--- src/rtl/core/twsm_pkg.sv ---
// ----------------------------------------------------------------------------
// twsm_pkg
// Shared types, codes and helpers for the three-wire serial master core.
// ----------------------------------------------------------------------------
package twsm_pkg;

  // Width of the phase delay counter
  localparam int DELAY_BITS = 10;
  localparam int HALF_W     = 10;
  localparam int SETUP_W    = 8;
  localparam int CFG_DATA_W = 10;
  localparam int PHASE_W    = 4;
  localparam logic [3:0] BITS_PER_BYTE = 4'd8;

  typedef enum logic [2:0] {
    OP_BEGIN = 3'd0,
    OP_WRITE = 3'd1,
    OP_READ  = 3'd2,
    OP_END   = 3'd3,
    OP_TICK  = 3'd4
  } opcode_t;

  typedef enum logic [PHASE_W-1:0] {
    PH_IDLE     = 4'd0,
    PH_BEGIN_A  = 4'd1,
    PH_BEGIN_B  = 4'd2,
    PH_BIT_LOW  = 4'd3,
    PH_BIT_HIGH = 4'd4,
    PH_END_A    = 4'd5,
    PH_END_B    = 4'd6
  } phase_t;

  typedef enum logic {
    CFG_HALF_BIT = 1'b0,
    CFG_CS_SETUP = 1'b1
  } cfg_index_t;

  typedef struct packed {
    logic [2:0] opcode;
    logic [7:0] write_data;
    logic       sio_sample;
  } in_item_t;

  typedef struct packed {
    logic       cs_level;
    logic       sck_level;
    logic       sio_drive;
    logic       sio_level;
    logic       busy_res;
    logic       read_valid;
    logic [7:0] read_data;
    logic       rejected;
  } out_item_t;

  typedef struct packed {
    logic [HALF_W-1:0]  half_bit_ticks;
    logic [SETUP_W-1:0] cs_setup_ticks;
  } cfg_t;

  // Load value for the delay counter: zero counts as one, clamp at the top
  function automatic logic [DELAY_BITS-1:0] delay_load(input logic [HALF_W-1:0] v);
    logic [16:0] vw;
    logic [16:0] top;
    vw  = 17'(v);
    top = 17'((1 << DELAY_BITS) - 1);
    if (vw == 17'd0) begin
      vw = 17'd1;
    end
    if (vw > top) begin
      vw = top;
    end
    return vw[DELAY_BITS-1:0];
  endfunction

endpackage

--- src/rtl/core/twsm_seq.sv ---
// ----------------------------------------------------------------------------
// twsm_seq
// Frame sequencer: pin levels, bit shifter and phase timer, updated once per
// accepted item, with the result of that item formed combinationally.
// ----------------------------------------------------------------------------
module twsm_seq (
  input  logic                clk,
  input  logic                rst_n,
  input  logic                item_acc,
  input  twsm_pkg::in_item_t  item,
  input  twsm_pkg::cfg_t      cfg,
  output twsm_pkg::out_item_t result
);
  import twsm_pkg::*;

  phase_t                phase_r, phase_nxt;
  logic [7:0]            shift_r, shift_nxt;
  logic [3:0]            bits_r, bits_nxt;
  logic [DELAY_BITS-1:0] delay_r, delay_nxt;
  logic                  cs_r, cs_nxt;
  logic                  sck_r, sck_nxt;
  logic                  drv_r, drv_nxt;
  logic                  lvl_r, lvl_nxt;
  logic                  reading_r, reading_nxt;

  logic                  idle;
  logic                  is_cmd;
  logic                  tick_fire;
  logic                  phase_done;
  logic                  last_bit;
  logic [DELAY_BITS-1:0] dly_dec;
  logic [3:0]            bits_dec;
  logic [7:0]            shift_adv;
  logic [DELAY_BITS-1:0] half_load;
  logic [DELAY_BITS-1:0] setup_load;

  // Decode the item against the current phase
  always_comb begin
    idle       = (phase_r == PH_IDLE);
    is_cmd     = (item.opcode < OP_TICK);
    tick_fire  = (item.opcode == OP_TICK) && !idle;
    dly_dec    = (delay_r != '0) ? delay_r - 1'b1 : '0;
    phase_done = tick_fire && (dly_dec == '0);
    bits_dec   = (bits_r != 4'd0) ? bits_r - 4'd1 : 4'd0;
    shift_adv  = {shift_r[6:0], reading_r & item.sio_sample};
    last_bit   = phase_done && (phase_r == PH_BIT_HIGH) && (bits_dec == 4'd0);
    half_load  = delay_load(cfg.half_bit_ticks);
    setup_load = delay_load(HALF_W'(cfg.cs_setup_ticks));
  end

  // Next state
  always_comb begin
    phase_nxt   = phase_r;
    shift_nxt   = shift_r;
    bits_nxt    = bits_r;
    delay_nxt   = delay_r;
    cs_nxt      = cs_r;
    sck_nxt     = sck_r;
    drv_nxt     = drv_r;
    lvl_nxt     = lvl_r;
    reading_nxt = reading_r;
    if (is_cmd && idle) begin
      case (item.opcode)
        OP_BEGIN: begin
          cs_nxt    = 1'b0;
          sck_nxt   = 1'b1;
          drv_nxt   = 1'b1;
          lvl_nxt   = 1'b1;
          phase_nxt = PH_BEGIN_A;
          delay_nxt = setup_load;
        end
        OP_WRITE, OP_READ: begin
          reading_nxt = (item.opcode == OP_READ);
          shift_nxt   = reading_nxt ? 8'd0 : item.write_data;
          bits_nxt    = BITS_PER_BYTE;
          cs_nxt      = 1'b1;
          sck_nxt     = 1'b0;
          drv_nxt     = !reading_nxt;
          lvl_nxt     = !reading_nxt && shift_nxt[7];
          phase_nxt   = PH_BIT_LOW;
          delay_nxt   = half_load;
        end
        default: begin
          phase_nxt = PH_END_A;
          delay_nxt = setup_load;
        end
      endcase
    end else if (tick_fire) begin
      delay_nxt = dly_dec;
      if (phase_done) begin
        case (phase_r)
          PH_BEGIN_A: begin
            cs_nxt    = 1'b1;
            sck_nxt   = 1'b1;
            drv_nxt   = 1'b1;
            lvl_nxt   = 1'b1;
            phase_nxt = PH_BEGIN_B;
            delay_nxt = setup_load;
          end
          PH_BIT_LOW: begin
            sck_nxt   = 1'b1;
            phase_nxt = PH_BIT_HIGH;
            delay_nxt = half_load;
          end
          PH_BIT_HIGH: begin
            shift_nxt = shift_adv;
            bits_nxt  = bits_dec;
            if (bits_dec == 4'd0) begin
              phase_nxt = PH_IDLE;
            end else begin
              cs_nxt    = 1'b1;
              sck_nxt   = 1'b0;
              drv_nxt   = !reading_r;
              lvl_nxt   = !reading_r && shift_adv[7];
              phase_nxt = PH_BIT_LOW;
              delay_nxt = half_load;
            end
          end
          PH_END_A: begin
            cs_nxt    = 1'b0;
            sck_nxt   = 1'b1;
            drv_nxt   = 1'b0;
            lvl_nxt   = 1'b0;
            phase_nxt = PH_END_B;
            delay_nxt = setup_load;
          end
          default: begin
            phase_nxt = PH_IDLE;
          end
        endcase
      end
    end
  end

  // Result of the item: pins after the update plus status flags
  always_comb begin
    result.cs_level   = cs_nxt;
    result.sck_level  = sck_nxt;
    result.sio_drive  = drv_nxt;
    result.sio_level  = lvl_nxt;
    result.busy_res   = (phase_nxt != PH_IDLE);
    result.read_valid = last_bit && reading_r;
    result.read_data  = (last_bit && reading_r) ? shift_adv : 8'd0;
    result.rejected   = is_cmd && !idle;
  end

  // Advance the state on each accepted item
  always_ff @(posedge clk) begin
    if (!rst_n) begin
      phase_r   <= PH_IDLE;
      shift_r   <= 8'd0;
      bits_r    <= 4'd0;
      delay_r   <= '0;
      cs_r      <= 1'b0;
      sck_r     <= 1'b1;
      drv_r     <= 1'b0;
      lvl_r     <= 1'b0;
      reading_r <= 1'b0;
    end else if (item_acc) begin
      phase_r   <= phase_nxt;
      shift_r   <= shift_nxt;
      bits_r    <= bits_nxt;
      delay_r   <= delay_nxt;
      cs_r      <= cs_nxt;
      sck_r     <= sck_nxt;
      drv_r     <= drv_nxt;
      lvl_r     <= lvl_nxt;
      reading_r <= reading_nxt;
    end
  end

endmodule

--- src/rtl/core/three_wire_serial_master_core.sv ---
// An accepted item's result is registered in the output register, or in the skid entry while the output stalls.
// Throughput: one item per cycle while in_stall is low; the sequencer state updates in one pass.
// A two-entry output (register plus skid) keeps in_stall registered.
// Reset (rst_n low, synchronous): idle, CS low, SCK high, line released,
// half_bit_ticks 9, cs_setup_ticks 2, no result pending.
// ----------------------------------------------------------------------------
// three_wire_serial_master_core
// Three-wire serial master with configuration registers and buffered output.
// ----------------------------------------------------------------------------
module three_wire_serial_master_core (
  input  logic                                 clk,
  input  logic                                 rst_n,
  input  logic                                 in_valid,
  output logic                                 in_stall,
  input  twsm_pkg::in_item_t                   in_item,
  output logic                                 out_valid,
  input  logic                                 out_stall,
  output twsm_pkg::out_item_t                  out_item,
  input  logic                                 cfg_valid,
  output logic                                 cfg_ready,
  input  logic                                 cfg_index,
  input  logic [twsm_pkg::CFG_DATA_W-1:0]      cfg_data
);
  import twsm_pkg::*;

  cfg_t      cfg_r;
  out_item_t result;
  out_item_t out_item_r;
  out_item_t skid_item_r;
  logic      out_valid_r;
  logic      skid_valid_r;
  logic      in_acc;
  logic      out_free;

  assign cfg_ready = 1'b1;
  assign in_stall  = skid_valid_r;
  assign in_acc    = in_valid && !skid_valid_r;
  assign out_free  = !out_valid_r || !out_stall;
  assign out_valid = out_valid_r;
  assign out_item  = out_item_r;

  // Hold the configuration registers
  always_ff @(posedge clk) begin
    if (!rst_n) begin
      cfg_r.half_bit_ticks <= HALF_W'(9);
      cfg_r.cs_setup_ticks <= SETUP_W'(2);
    end else if (cfg_valid && cfg_ready) begin
      case (cfg_index)
        CFG_HALF_BIT: cfg_r.half_bit_ticks <= cfg_data[HALF_W-1:0];
        CFG_CS_SETUP: cfg_r.cs_setup_ticks <= cfg_data[SETUP_W-1:0];
        default:      cfg_r <= cfg_r;
      endcase
    end
  end

  twsm_seq u_seq (
    .clk      (clk),
    .rst_n    (rst_n),
    .item_acc (in_acc),
    .item     (in_item),
    .cfg      (cfg_r),
    .result   (result)
  );

  // Move result items through the output register and skid stage
  always_ff @(posedge clk) begin
    if (!rst_n) begin
      out_valid_r  <= 1'b0;
      skid_valid_r <= 1'b0;
    end else if (out_free) begin
      if (skid_valid_r) begin
        out_valid_r  <= 1'b1;
        skid_valid_r <= 1'b0;
      end else begin
        out_valid_r <= in_acc;
      end
    end else if (in_acc) begin
      skid_valid_r <= 1'b1;
    end
  end

  // Payload registers
  always_ff @(posedge clk) begin
    if (out_free) begin
      if (skid_valid_r) begin
        out_item_r <= skid_item_r;
      end else if (in_acc) begin
        out_item_r <= result;
      end
    end else if (in_acc) begin
      skid_item_r <= result;
    end
  end

endmodule

--- config.mk ---
export PLATFORM = sky130hd
export DESIGN_NAME = three_wire_serial_master_core
export DESIGN_NICKNAME = d
export VERILOG_FILES = /design/src/rtl/core/twsm_pkg.sv /design/src/rtl/core/twsm_seq.sv /design/src/rtl/core/three_wire_serial_master_core.sv
export SDC_FILE = /design/constraint.sdc
export NUM_CORES = 1
export LEC_CHECK = 0
export BUFFER_PORTS_ARGS = -buffer_cell sky130_fd_sc_hd__clkbuf_2
export CAP_MARGIN = 20
export CORE_AREA = 2 2 126 128
export DETAILED_ROUTE_END_ITERATION = 8
export DIE_AREA = 0 0 128 130
export PLACE_DENSITY = 0.55
export SETUP_SLACK_MARGIN = 0.02
export SYNTH_ARGS = -nofsm -noshare
export SYNTH_HDL_FRONTEND = slang
export SYNTH_HIERARCHICAL = 1
export SYNTH_SLANG_ARGS = --single-unit
--- constraint.sdc ---
create_clock -name clk -period 3.06 [get_ports clk]
set_clock_uncertainty 0.1 [all_clocks]
set_input_delay 0 -clock clk [delete_from_list [all_inputs] [get_ports clk]]
set_output_delay 0 -clock clk [all_outputs]
set_load 0.05 [all_outputs]
==> results of run 1 <==
-- registers in the layout, indices dropped and copies added, names as in the netlist, 4 cells and up --
register       cells
skid_item_r       15
out_item          15
u_seq/shift_r      7
cfg_r             18
u_seq/phase_r      4
u_seq/delay_r     10
u_seq/bits_r       4
-- metrics by stage --
step           power, mW  worst slack [ns]  area (sq um)
2_1_floorplan       1.80             0.249          4540
3_3_place_gp        1.94             0.144          4850
3_5_place_dp        1.95            0.0350          4850
4_1_cts             3.13            0.0258          5420
5_1_grt             3.28           -0.0316          5490
6_report            3.14             0.146          5490
-- per-layer routing --
| layer | vias up | GRT usage | wire, um |
|---|---|---|---|
| met2 | 122 | 0.257 | 5690 |
| met1 | 1882 | 0.192 | 5650 |
| met4 | 0 | 0.0524 | 198 |
| met5 | - | 0 | 0 |
| met3 | 16 | 0.0324 | 527 |
| li1 | 1900 | - | - |
-- worst max-delay path: stages, from the launching register on --
cell	delay, ns
dfxtp_1	0.35
inv_1	0.10
ha_1	0.21
or3b_1	0.41
o41ai_2	0.28
o21ai_2	0.18
or2_4	0.37
nor3_4	0.26
buf_4	0.17
and4_1	0.22
mux2_2	0.16
-- power breakdown --
part / switching, mW / internal [mW]
Sequential: 0.0541 / 1.17
Combinational: 0.474 / 0.289
Clock: 0.432 / 0.716
-- layout make-up --
| class | instances | area (sq um) | share of cell area |
|---|---|---|---|
| well taps | 192 | 240 | 0.0438 |
| inverters | 12 | 45.0 | 0.00821 |
| repair buffers | 91 | 636 | 0.116 |
| clock buffers | 11 | 233 | 0.0424 |
| flip-flops and latches | 80 | 1900 | 0.347 |
| multi-input cells | 345 | 2350 | 0.428 |
| clock inverters | 5 | 82.6 | 0.0151 |
-- logic make-up after synthesis --
logic type	after synthesis	synth area share
AOI/OAI and AO/OA	111	0.173
xor gates and xnor gates	3	0.00579
adders and majority gates	2	0.00552
buffers and inverters	52	0.0728
DFF	80	0.419
muxes	42	0.0985
other	1	0.000827
and+or+nand+nor	186	0.224
-- cell usage after synthesis, types with 3 or more instances --
| cell type | n |
|---|---|
| a21oi_1 | 25 |
| a22o_1 | 3 |
| nor4_1 | 4 |
| buf_6 | 6 |
| nor2b_1 | 4 |
| a221oi_1 | 3 |
| a32o_1 | 3 |
| a22oi_1 | 6 |
| mux2i_1 | 27 |
| xnor2_1 | 3 |
| o22ai_1 | 3 |
| inv_1 | 12 |
| nand3_1 | 11 |
| and4_1 | 7 |
| or3_1 | 9 |
| o21ai_0 | 13 |
| nor2_1 | 40 |
| and3_1 | 3 |
| clkbuf_1 | 16 |
| o21ai_1 | 3 |
| clkbuf_8 | 3 |
| nor3_1 | 16 |
| a211oi_1 | 8 |
| nand2_1 | 51 |
| nand3b_1 | 4 |
| buf_4 | 11 |
| o31ai_1 | 6 |
| mux2_2 | 13 |
| nand4_1 | 10 |
| dfxtp_1 | 50 |
| a31oi_1 | 7 |
| edfxtp_1 | 30 |
| o211ai_1 | 5 |
-- path summary, 6_finish.rpt --
| check | start | endpoint | cells after the start |
|---|---|---|---|
| hold reg to reg | cfg_r[0] | cfg_r[0] | 2 |
| setup / recovery | u_seq/delay_r[0] | out_item[8] | 10 |
| setup reg to reg | u_seq/delay_r[0] | out_item[8] | 10 |
| hold / removal | in_item[0] | skid_item_r[1] | 3 |
-- repair_timing --
action	CTS	global route
setup buffers	0	3
gates resized for setup	0	10
endpoints found under the setup margin	0	23
endpoints found under the hold margin	28	0
hold buffers	25	0
==> flow_metrics.env, run 1 <==
export IMPL_stdcell_count=736
export IMPL_start_kind="flip-flop"
export IMPL_htree_levels=3
export IMPL_drive_above_1_share=0.228
export IMPL_async_reset_ff_frac=0
export IMPL_cts_clk_slew_worst_paths_ns=0.06
export IMPL_ir_drop_v=0.000258
export IMPL_worstMarginPinSlew_ns=0.916
export IMPL_antenna_found_initial=0
export IMPL_grt_max_degree=33
export IMPL_post_dp_hpwl_um=8480
export IMPL_cp_max_fo=11
export IMPL_syn_to_final_growth_pct=20.9
export IMPL_drv_cap=0
export IMPL_cts_tree="done"
export IMPL_wirelength_um=12100
export IMPL_nFillCells=1561
export IMPL_die_w_um=128
export IMPL_status="completed"
export IMPL_ys_flop_type="dfxtp_1"
export IMPL_cts_num_sinks=80
export IMPL_place_congestion=0.943
export IMPL_detail_route_antenna_nets=0
export IMPL_max_freq_ghz=0.343
export IMPL_synth_edff_count=30
export IMPL_final_common_cell="nand2_1"
export IMPL_yosys_area_top_type_share=0.221
export IMPL_initial_utilization=0.294
export IMPL_coreArea_sq_um=15400
export IMPL_finalSetupViolCount=0
export IMPL_required_ns=3.18
export IMPL_end_kind="flip-flop"
export IMPL_diodes=0
export IMPL_hold_path_class="input pin to flip-flop"
export IMPL_synth_area_leaders="dfxtp_1 (22%), edfxtp_1 (20%), mux2i_1 (6.0%)"
export IMPL_drtPass1Iterations=5
export IMPL_boundaryPins=46
export IMPL_fin_crit_sh=0.952
export IMPL_netlist_area_sq_um=4540
export IMPL_via_per_inst=5.33
export IMPL_rrSetupSlack_ns=0.15
export IMPL_drcViolationCount=0
export IMPL_grt_pass1_vias=3905
export IMPL_synth_largest_area_cell="dfxtp_1"
export IMPL_dp_cells=692
export IMPL_synthCells=477
export IMPL_grt_use_total=0.151
export IMPL_ys_warn_count=6
export IMPL_die_h_um=130
export IMPL_clock_path_buffers=2
export IMPL_holdWs_ns=0.00465
export IMPL_clock_latency_ns=0.34
export IMPL_fin_crit_ns=2.91
export IMPL_final_nets=569
export IMPL_drtIter0Drc=376
export IMPL_synth_seq_cells=80
export IMPL_row_count=46
export IMPL_vias=3920
export IMPL_grt_overflow=0
export IMPL_layout_common_cells="nand2_1 (51), dfxtp_1 (50), clkbuf_2 (44), nor2_1 (39), edfxtp_1 (30)"
export IMPL_hold_viol_final=0
export IMPL_port_buffers=44
export IMPL_leakagePower_nw=2.03
export IMPL_grt_pass1_wl_um=19900
export IMPL_wl_per_cell_um=16.4
export IMPL_synth_seq_area_share=0.419
export IMPL_synth_distinct_cells=82
export IMPL_post_route_util=0.356
export IMPL_cts_buffers=9
export IMPL_synth_nets=507
export IMPL_powerDensity_nw_per_um2=572
export IMPL_maxSlewHeadroom=0.387
export IMPL_path_class="flip-flop to flip-flop"
export IMPL_finalMaxSlewViolations=0
export IMPL_design_die_area_sq_um=16600
export IMPL_clockRootBuffer="clkbuf_16"
export IMPL_cp_data_arrival_time_ns=3.03
export IMPL_setup_tns_ns=0
export IMPL_avgSynthCellArea_sq_um=9.51
No activity file was read; power rests on OpenSTA's default activity.
==> run 2: changes to the inputs <==
ABC_AREA = 1   (was unset)
CORE_AREA = 2 2 128 130   (was 2 2 126 128)
DIE_AREA = 0 0 130 132   (was 0 0 128 130)
GPL_ROUTABILITY_DRIVEN = 0   (was unset)
==> flow_metrics.env, run 2 <==
export IMPL_status="completed"
export IMPL_powerDensity_nw_per_um2=576
export IMPL_path_class="flip-flop to flip-flop"
export IMPL_nFillCells=1671
export IMPL_row_count=46
export IMPL_drcViolationCount=0
export IMPL_diodes=0
export IMPL_initial_utilization=0.297
export IMPL_post_route_util=0.363
export IMPL_grt_pass1_vias=4137
export IMPL_holdWs_ns=0.0162
export IMPL_max_freq_ghz=0.382
export IMPL_ys_warn_count=6
export IMPL_hold_viol_final=0
export IMPL_start_kind="flip-flop"
export IMPL_synthXorXnorAreaFrac=0.00187
export IMPL_vias=4369
export IMPL_ys_flop_type="dfxtp_1"
export IMPL_syn_to_final_growth_pct=22.0
export IMPL_synthCells=677
export IMPL_cts_buffers=9
export IMPL_synth_nets=707
export IMPL_cp_max_fo=11
export IMPL_via_per_inst=4.54
export IMPL_wl_per_cell_um=12.6
export IMPL_synth_top_family_by_area="simple AND/OR/NAND/NOR gates"
export IMPL_regMostFlops="cfg_r"
export IMPL_cts_resized=0
export IMPL_synth_area_leaders="dfxtp_1 (21%), edfxtp_1 (19%), nand2_1 (13%)"
export IMPL_synth_simple_area_share=0.345
export IMPL_finalSetupViolCount=0
export IMPL_cts_hold_buf=25
export IMPL_finalMaxSlewViolations=0
export IMPL_drv_cap=0
export IMPL_worst_slack_ns=0.442
export IMPL_synth_seq_area_share=0.407
export IMPL_antenna_found_initial=0
export IMPL_synth_distinct_cells=42
export IMPL_required_ns=3.15
export IMPL_avgSynthCellArea_sq_um=6.90
export IMPL_hold_path_class="input pin to flip-flop"
export IMPL_die_h_um=132
export IMPL_htree_levels=3
export IMPL_grt_overflow=0
export IMPL_clock_path_buffers=2
export IMPL_fin_crit_ns=2.62
export IMPL_yosys_area_top_type_share=0.214
export IMPL_leakagePower_nw=2.62
export IMPL_clockRootBuffer="clkbuf_16"
export IMPL_layout_common_cells="nand2_1 (163), inv_1 (97), nor2_1 (89), nand3_1 (61)"
export IMPL_drtPass1Iterations=4
export IMPL_largest_reg_flops=18
export IMPL_fin_crit_sh=0.856
export IMPL_wirelength_um=12100
export IMPL_synth_seq_cells=80
export IMPL_synthTopCellsByCount="nand2_1 (163), inv_1 (97), nor2_1 (89)"
export IMPL_final_nets=771
export IMPL_synth_largest_area_cell="dfxtp_1"
export IMPL_grt_use_total=0.147
export IMPL_synth_area_mux_share=0
export IMPL_cp_data_arrival_time_ns=2.71
export IMPL_synth_fa_ha_area_frac=0.00536
export IMPL_die_w_um=130
export IMPL_post_cts_buffers=0
export IMPL_drtIter0Drc=346
export IMPL_rsz0062_at_grt="no"
export IMPL_post_dp_hpwl_um=8820
export IMPL_end_kind="flip-flop"
export IMPL_design_die_area_sq_um=17200
export IMPL_grt_pass1_wl_um=20200
export IMPL_dp_worst_setup_slack_ns=0.446
export IMPL_ir_drop_v=0.000267
export IMPL_async_reset_ff_frac=0
export IMPL_clock_latency_ns=0.34
export IMPL_grt_max_degree=41
export IMPL_drive_above_1_share=0.142
export IMPL_cts_clk_slew_worst_paths_ns=0.06
export IMPL_cts_num_sinks=80
export IMPL_cts_tree="done"
export IMPL_synth_compound_area_frac=0.121
export IMPL_detail_route_antenna_nets=0
export IMPL_netlist_area_sq_um=4670
export IMPL_synth_edff_count=30
export IMPL_setup_tns_ns=0
export IMPL_coreArea_sq_um=15700
export IMPL_synth_most_common_cell="nand2_1"
export IMPL_port_buffers=44
export IMPL_boundaryPins=46
export IMPL_final_common_cell="nand2_1"
run 2: changes by cell type after synthesis, sizes merged, moves of 10 or more:
cell,before,now
nand2,51,168
nand3,11,64
mux2,15,0
o21ai,18,52
mux2i,27,0
clkbuf,19,7
nor2,41,103
or3,10,0
nand4,10,21
inv,12,103
nor3,19,5
run 2: cell type report:
cell class,instances,area (sq um),area share
sequential,80,1900,0.334
timing repair buffer,79,546,0.0957
clock buffer,9,225,0.0395
tap,216,270,0.0474
inverter,105,395,0.0693
clock inverter,7,143,0.0250
multi-input combinational,466,2220,0.390
run 2: per-layer routing:
layer	vias to the layer above	global-route usage	share of wire
met4	0	0.0430	0.018
met5	-	0	0
met3	17	0.0341	0.050
met1	1937	0.196	0.48
li1	2319	-	-
met2	96	0.235	0.45
run 2: kinds of logic after synthesis:
family,count (synthesis)
other,1
buffers and inverters,131
XOR/XNOR,1
AND/OR/NAND/NOR,363
flip-flops,80
adder cells (fa/ha/maj),2
AO/OA/AOI/OAI,99
run 2: path summary, 6_finish.rpt:
path                                  startpoint          end  slack [ns]  cells past startpoint
worst max-delay path            u_seq/delay_r[0]  out_item[3]        0.44                     14
worst min-delay path                   cfg_valid    cfg_r[11]        0.02                      3
worst max register to register  u_seq/delay_r[0]  out_item[3]        0.44                     14
worst min register to register          cfg_r[0]     cfg_r[0]        0.38                      2
run 2: report_power, final:
part / internal [mW] / switching [mW] / total, mW
Combinational: 0.243 / 0.504 / 0.747
Sequential: 1.17 / 0.0482 / 1.22
Clock: 0.882 / 0.439 / 1.32
Total: 2.29 / 0.992 / 3.29
run 2: through the flow:
stage	power, mW	std cells	instance area, sq um
after detailed placement	1.96	921	5080
after global placement	1.97	921	5080
final	3.29	962	5700
after global routing	3.48	962	5700
after CTS	3.32	962	5700
after floorplan	1.79	677	4670
run 2: critical path: stages, from the launching register on:
cell     delay (ns)
dfxtp_1        0.33
inv_1          0.15
ha_1           0.26
nand2_1        0.07
nor2_1         0.12
nand3_1        0.11
nand3_1        0.15
nand2_1        0.06
nor2_1         0.11
nand3_2        0.28
nor3_4         0.26
inv_2          0.15
nor2_2         0.14
inv_1          0.04
o21ai_0        0.13
==> run 3: changes to the inputs <==
clock period = 3.1 ns   (was 3.06 ns; I/O delays follow)
==> flow_metrics.env, run 3 (synthesis gave the netlist of run 2 again) <==
export IMPL_largest_reg_flops=18
export IMPL_cts_clk_slew_worst_paths_ns=0.06
export IMPL_leakagePower_nw=2.60
export IMPL_path_cells="inv_1 -> ha_1 -> nand2_1 -> nand2_1 -> nand2_1 -> nor2_1 -> inv_2 -> nand2_1 -> nor2_1 -> nand3_2 -> clkinv_2 -> nand2_1 -> nand3_1 -> nor2_1 -> nand2_1 -> inv_1 -> o21ai_0"
export IMPL_hold_end="cfg_r[11]"
export IMPL_status="completed"
export IMPL_rr_startpoint="u_seq/delay_r[0]"
export IMPL_grt_pass1_wl_um=19900
export IMPL_slowest_stage="dfxtp_1"
export IMPL_finalPower_mw=3.14
export IMPL_coreArea_sq_um=15700
export IMPL_die_w_um=130
export IMPL_diodes=0
export IMPL_placed_cell_area_sq_um=5080
export IMPL_fin_crit_ns=2.67
export IMPL_post_dp_hpwl_um=8740
export IMPL_port_buffers=44
export IMPL_wl_per_cell_um=12.5
export IMPL_cp_data_arrival_time_ns=2.65
export IMPL_row_count=46
export IMPL_finalSetupViolCount=0
export IMPL_design_die_area_sq_um=17200
export IMPL_max_stage_delay_ns=0.32
export IMPL_drtPass1Iterations=5
export IMPL_final_nets=770
export IMPL_power_frac_comb=0.234
export IMPL_hold_viol_final=0
export IMPL_clockRootBuffer="clkbuf_16"
export IMPL_cts_num_sinks=80
export IMPL_wirelength_um=12000
export IMPL_p_sw_mw=1.03
export IMPL_p_clk_frac=0.384
export IMPL_post_cts_buffers=0
export IMPL_swShare=0.327
export IMPL_ir_drop_v=0.000296
export IMPL_rr_worst_depth=17
export IMPL_required_ns=3.09
export IMPL_hold_depth=3
export IMPL_nFillCells=1678
export IMPL_min_from="cfg_valid"
export IMPL_detail_route_antenna_nets=0
export IMPL_hold_path_class="input pin to flip-flop"
export IMPL_grt_pass1_vias=4154
export IMPL_antenna_found_initial=0
export IMPL_cts_resized=0
export IMPL_boundaryPins=46
export IMPL_syn_to_final_growth_pct=21.2
export IMPL_powerDensity_nw_per_um2=555
export IMPL_fin_crit_sh=0.860
export IMPL_die_h_um=132
export IMPL_cts_hold_buf=25
export IMPL_cts_tree="done"
export IMPL_power_frac_seq=0.382
export IMPL_start_kind="flip-flop"
export IMPL_clock_path_buffers=2
export IMPL_rrSetupSlack_ns=0.43
export IMPL_drive_above_1_share=0.141
export IMPL_via_per_inst=4.68
export IMPL_end_kind="flip-flop"
export IMPL_grt_use_total=0.145
export IMPL_max_freq_ghz=0.375
export IMPL_design_area_sq_um=5660
export IMPL_initial_utilization=0.297
export IMPL_clock_latency_ns=0.35
export IMPL_finalMaxSlewViolations=0
export IMPL_regMostFlops="cfg_r"
export IMPL_layout_common_cells="nand2_1 (163), inv_1 (97), nor2_1 (89), nand3_1 (61)"
export IMPL_path_class="flip-flop to flip-flop"
export IMPL_timing_critical_path_mode_cell="nand2_1"
export IMPL_drcViolationCount=0
export IMPL_grt_overflow=0
export IMPL_rsz0062_at_grt="no"
export IMPL_setup_tns_ns=0
export IMPL_cp_max_fo=11
export IMPL_final_common_cell="nand2_1"
export IMPL_cts_buffers=9
export IMPL_drtIter0Drc=311
export IMPL_regToRegEndpoint="out_item[10]"
export IMPL_htree_levels=3
export IMPL_p_int_mw=2.11
export IMPL_grt_max_degree=41
export IMPL_vias=4495
export IMPL_drv_cap=0
[run 3: changes by cell type in the layout (fill, tap and decap cells not counted)]
cell / change
bufinv_16: -2
clkinv_2: -1
buf_4: -1
inv_8: +3
clkinvlp_4: +1
clkinv_4: -1
[run 3: how the worst max path moves through the flow]
stage	start	slack (ns)	cells past startpoint	end
after floorplan	out_valid	0.72	2	skid_item_r[0]
after global placement	u_seq/delay_r[0]	0.39	17	out_item[10]
after detailed placement	u_seq/delay_r[0]	0.43	17	out_item[10]
after CTS	u_seq/delay_r[0]	0.42	17	out_item[10]
after global routing	u_seq/delay_r[0]	0.08	17	out_item[10]
final	u_seq/delay_r[0]	0.43	17	out_item[10]
[run 3: per-stage QoR]
stage	utilization	setup slack [ns]	cells	hold WS, ns
2_1_floorplan	-	0.718	677	0.0132
3_3_place_gp	0.323	0.389	920	0.122
3_5_place_dp	0.323	0.429	920	0.129
4_1_cts	0.360	0.419	961	0.00406
5_1_grt	0.360	0.0765	961	0.0436
6_report	0.360	0.435	961	0.00234
[run 3: power groups by stage]
stage                     Clock [mW]  Sequential [mW]  Combinational, mW
after floorplan                    0             1.27              0.501
after global placement             0             1.22              0.710
after detailed placement           0             1.22              0.704
after CTS                       1.23             1.20              0.732
after global routing            1.27             1.21              0.830
final                           1.21             1.20              0.735
[run 3: routing by layer]
layer | share of wire | vias to the layer above | GRT usage
li1 | - | 2325 | -
met2 | 0.46 | 116 | 0.231
met3 | 0.049 | 15 | 0.0321
met1 | 0.47 | 2039 | 0.191
met4 | 0.017 | 0 | 0.0526
met5 | 0 | - | 0
[run 3: cell type report]
cell class,count,area (sq um),area share
clock buffer,9,225,0.0398
clock inverter,7,110,0.0194
inverter,105,395,0.0698
multi-input combinational,466,2220,0.392
sequential,80,1900,0.336
tap,216,270,0.0477
timing repair buffer,78,538,0.0950
[run 3: worst max-delay path, delay by kind of cell (launching register included)]
family                     cells  cell delay, ns
AOI/OAI and AO/OA              1            0.06
adders and majority gates      1            0.28
buffers and inverters          4            0.48
DFF                            1            0.32
and+or+nand+nor               11            1.16
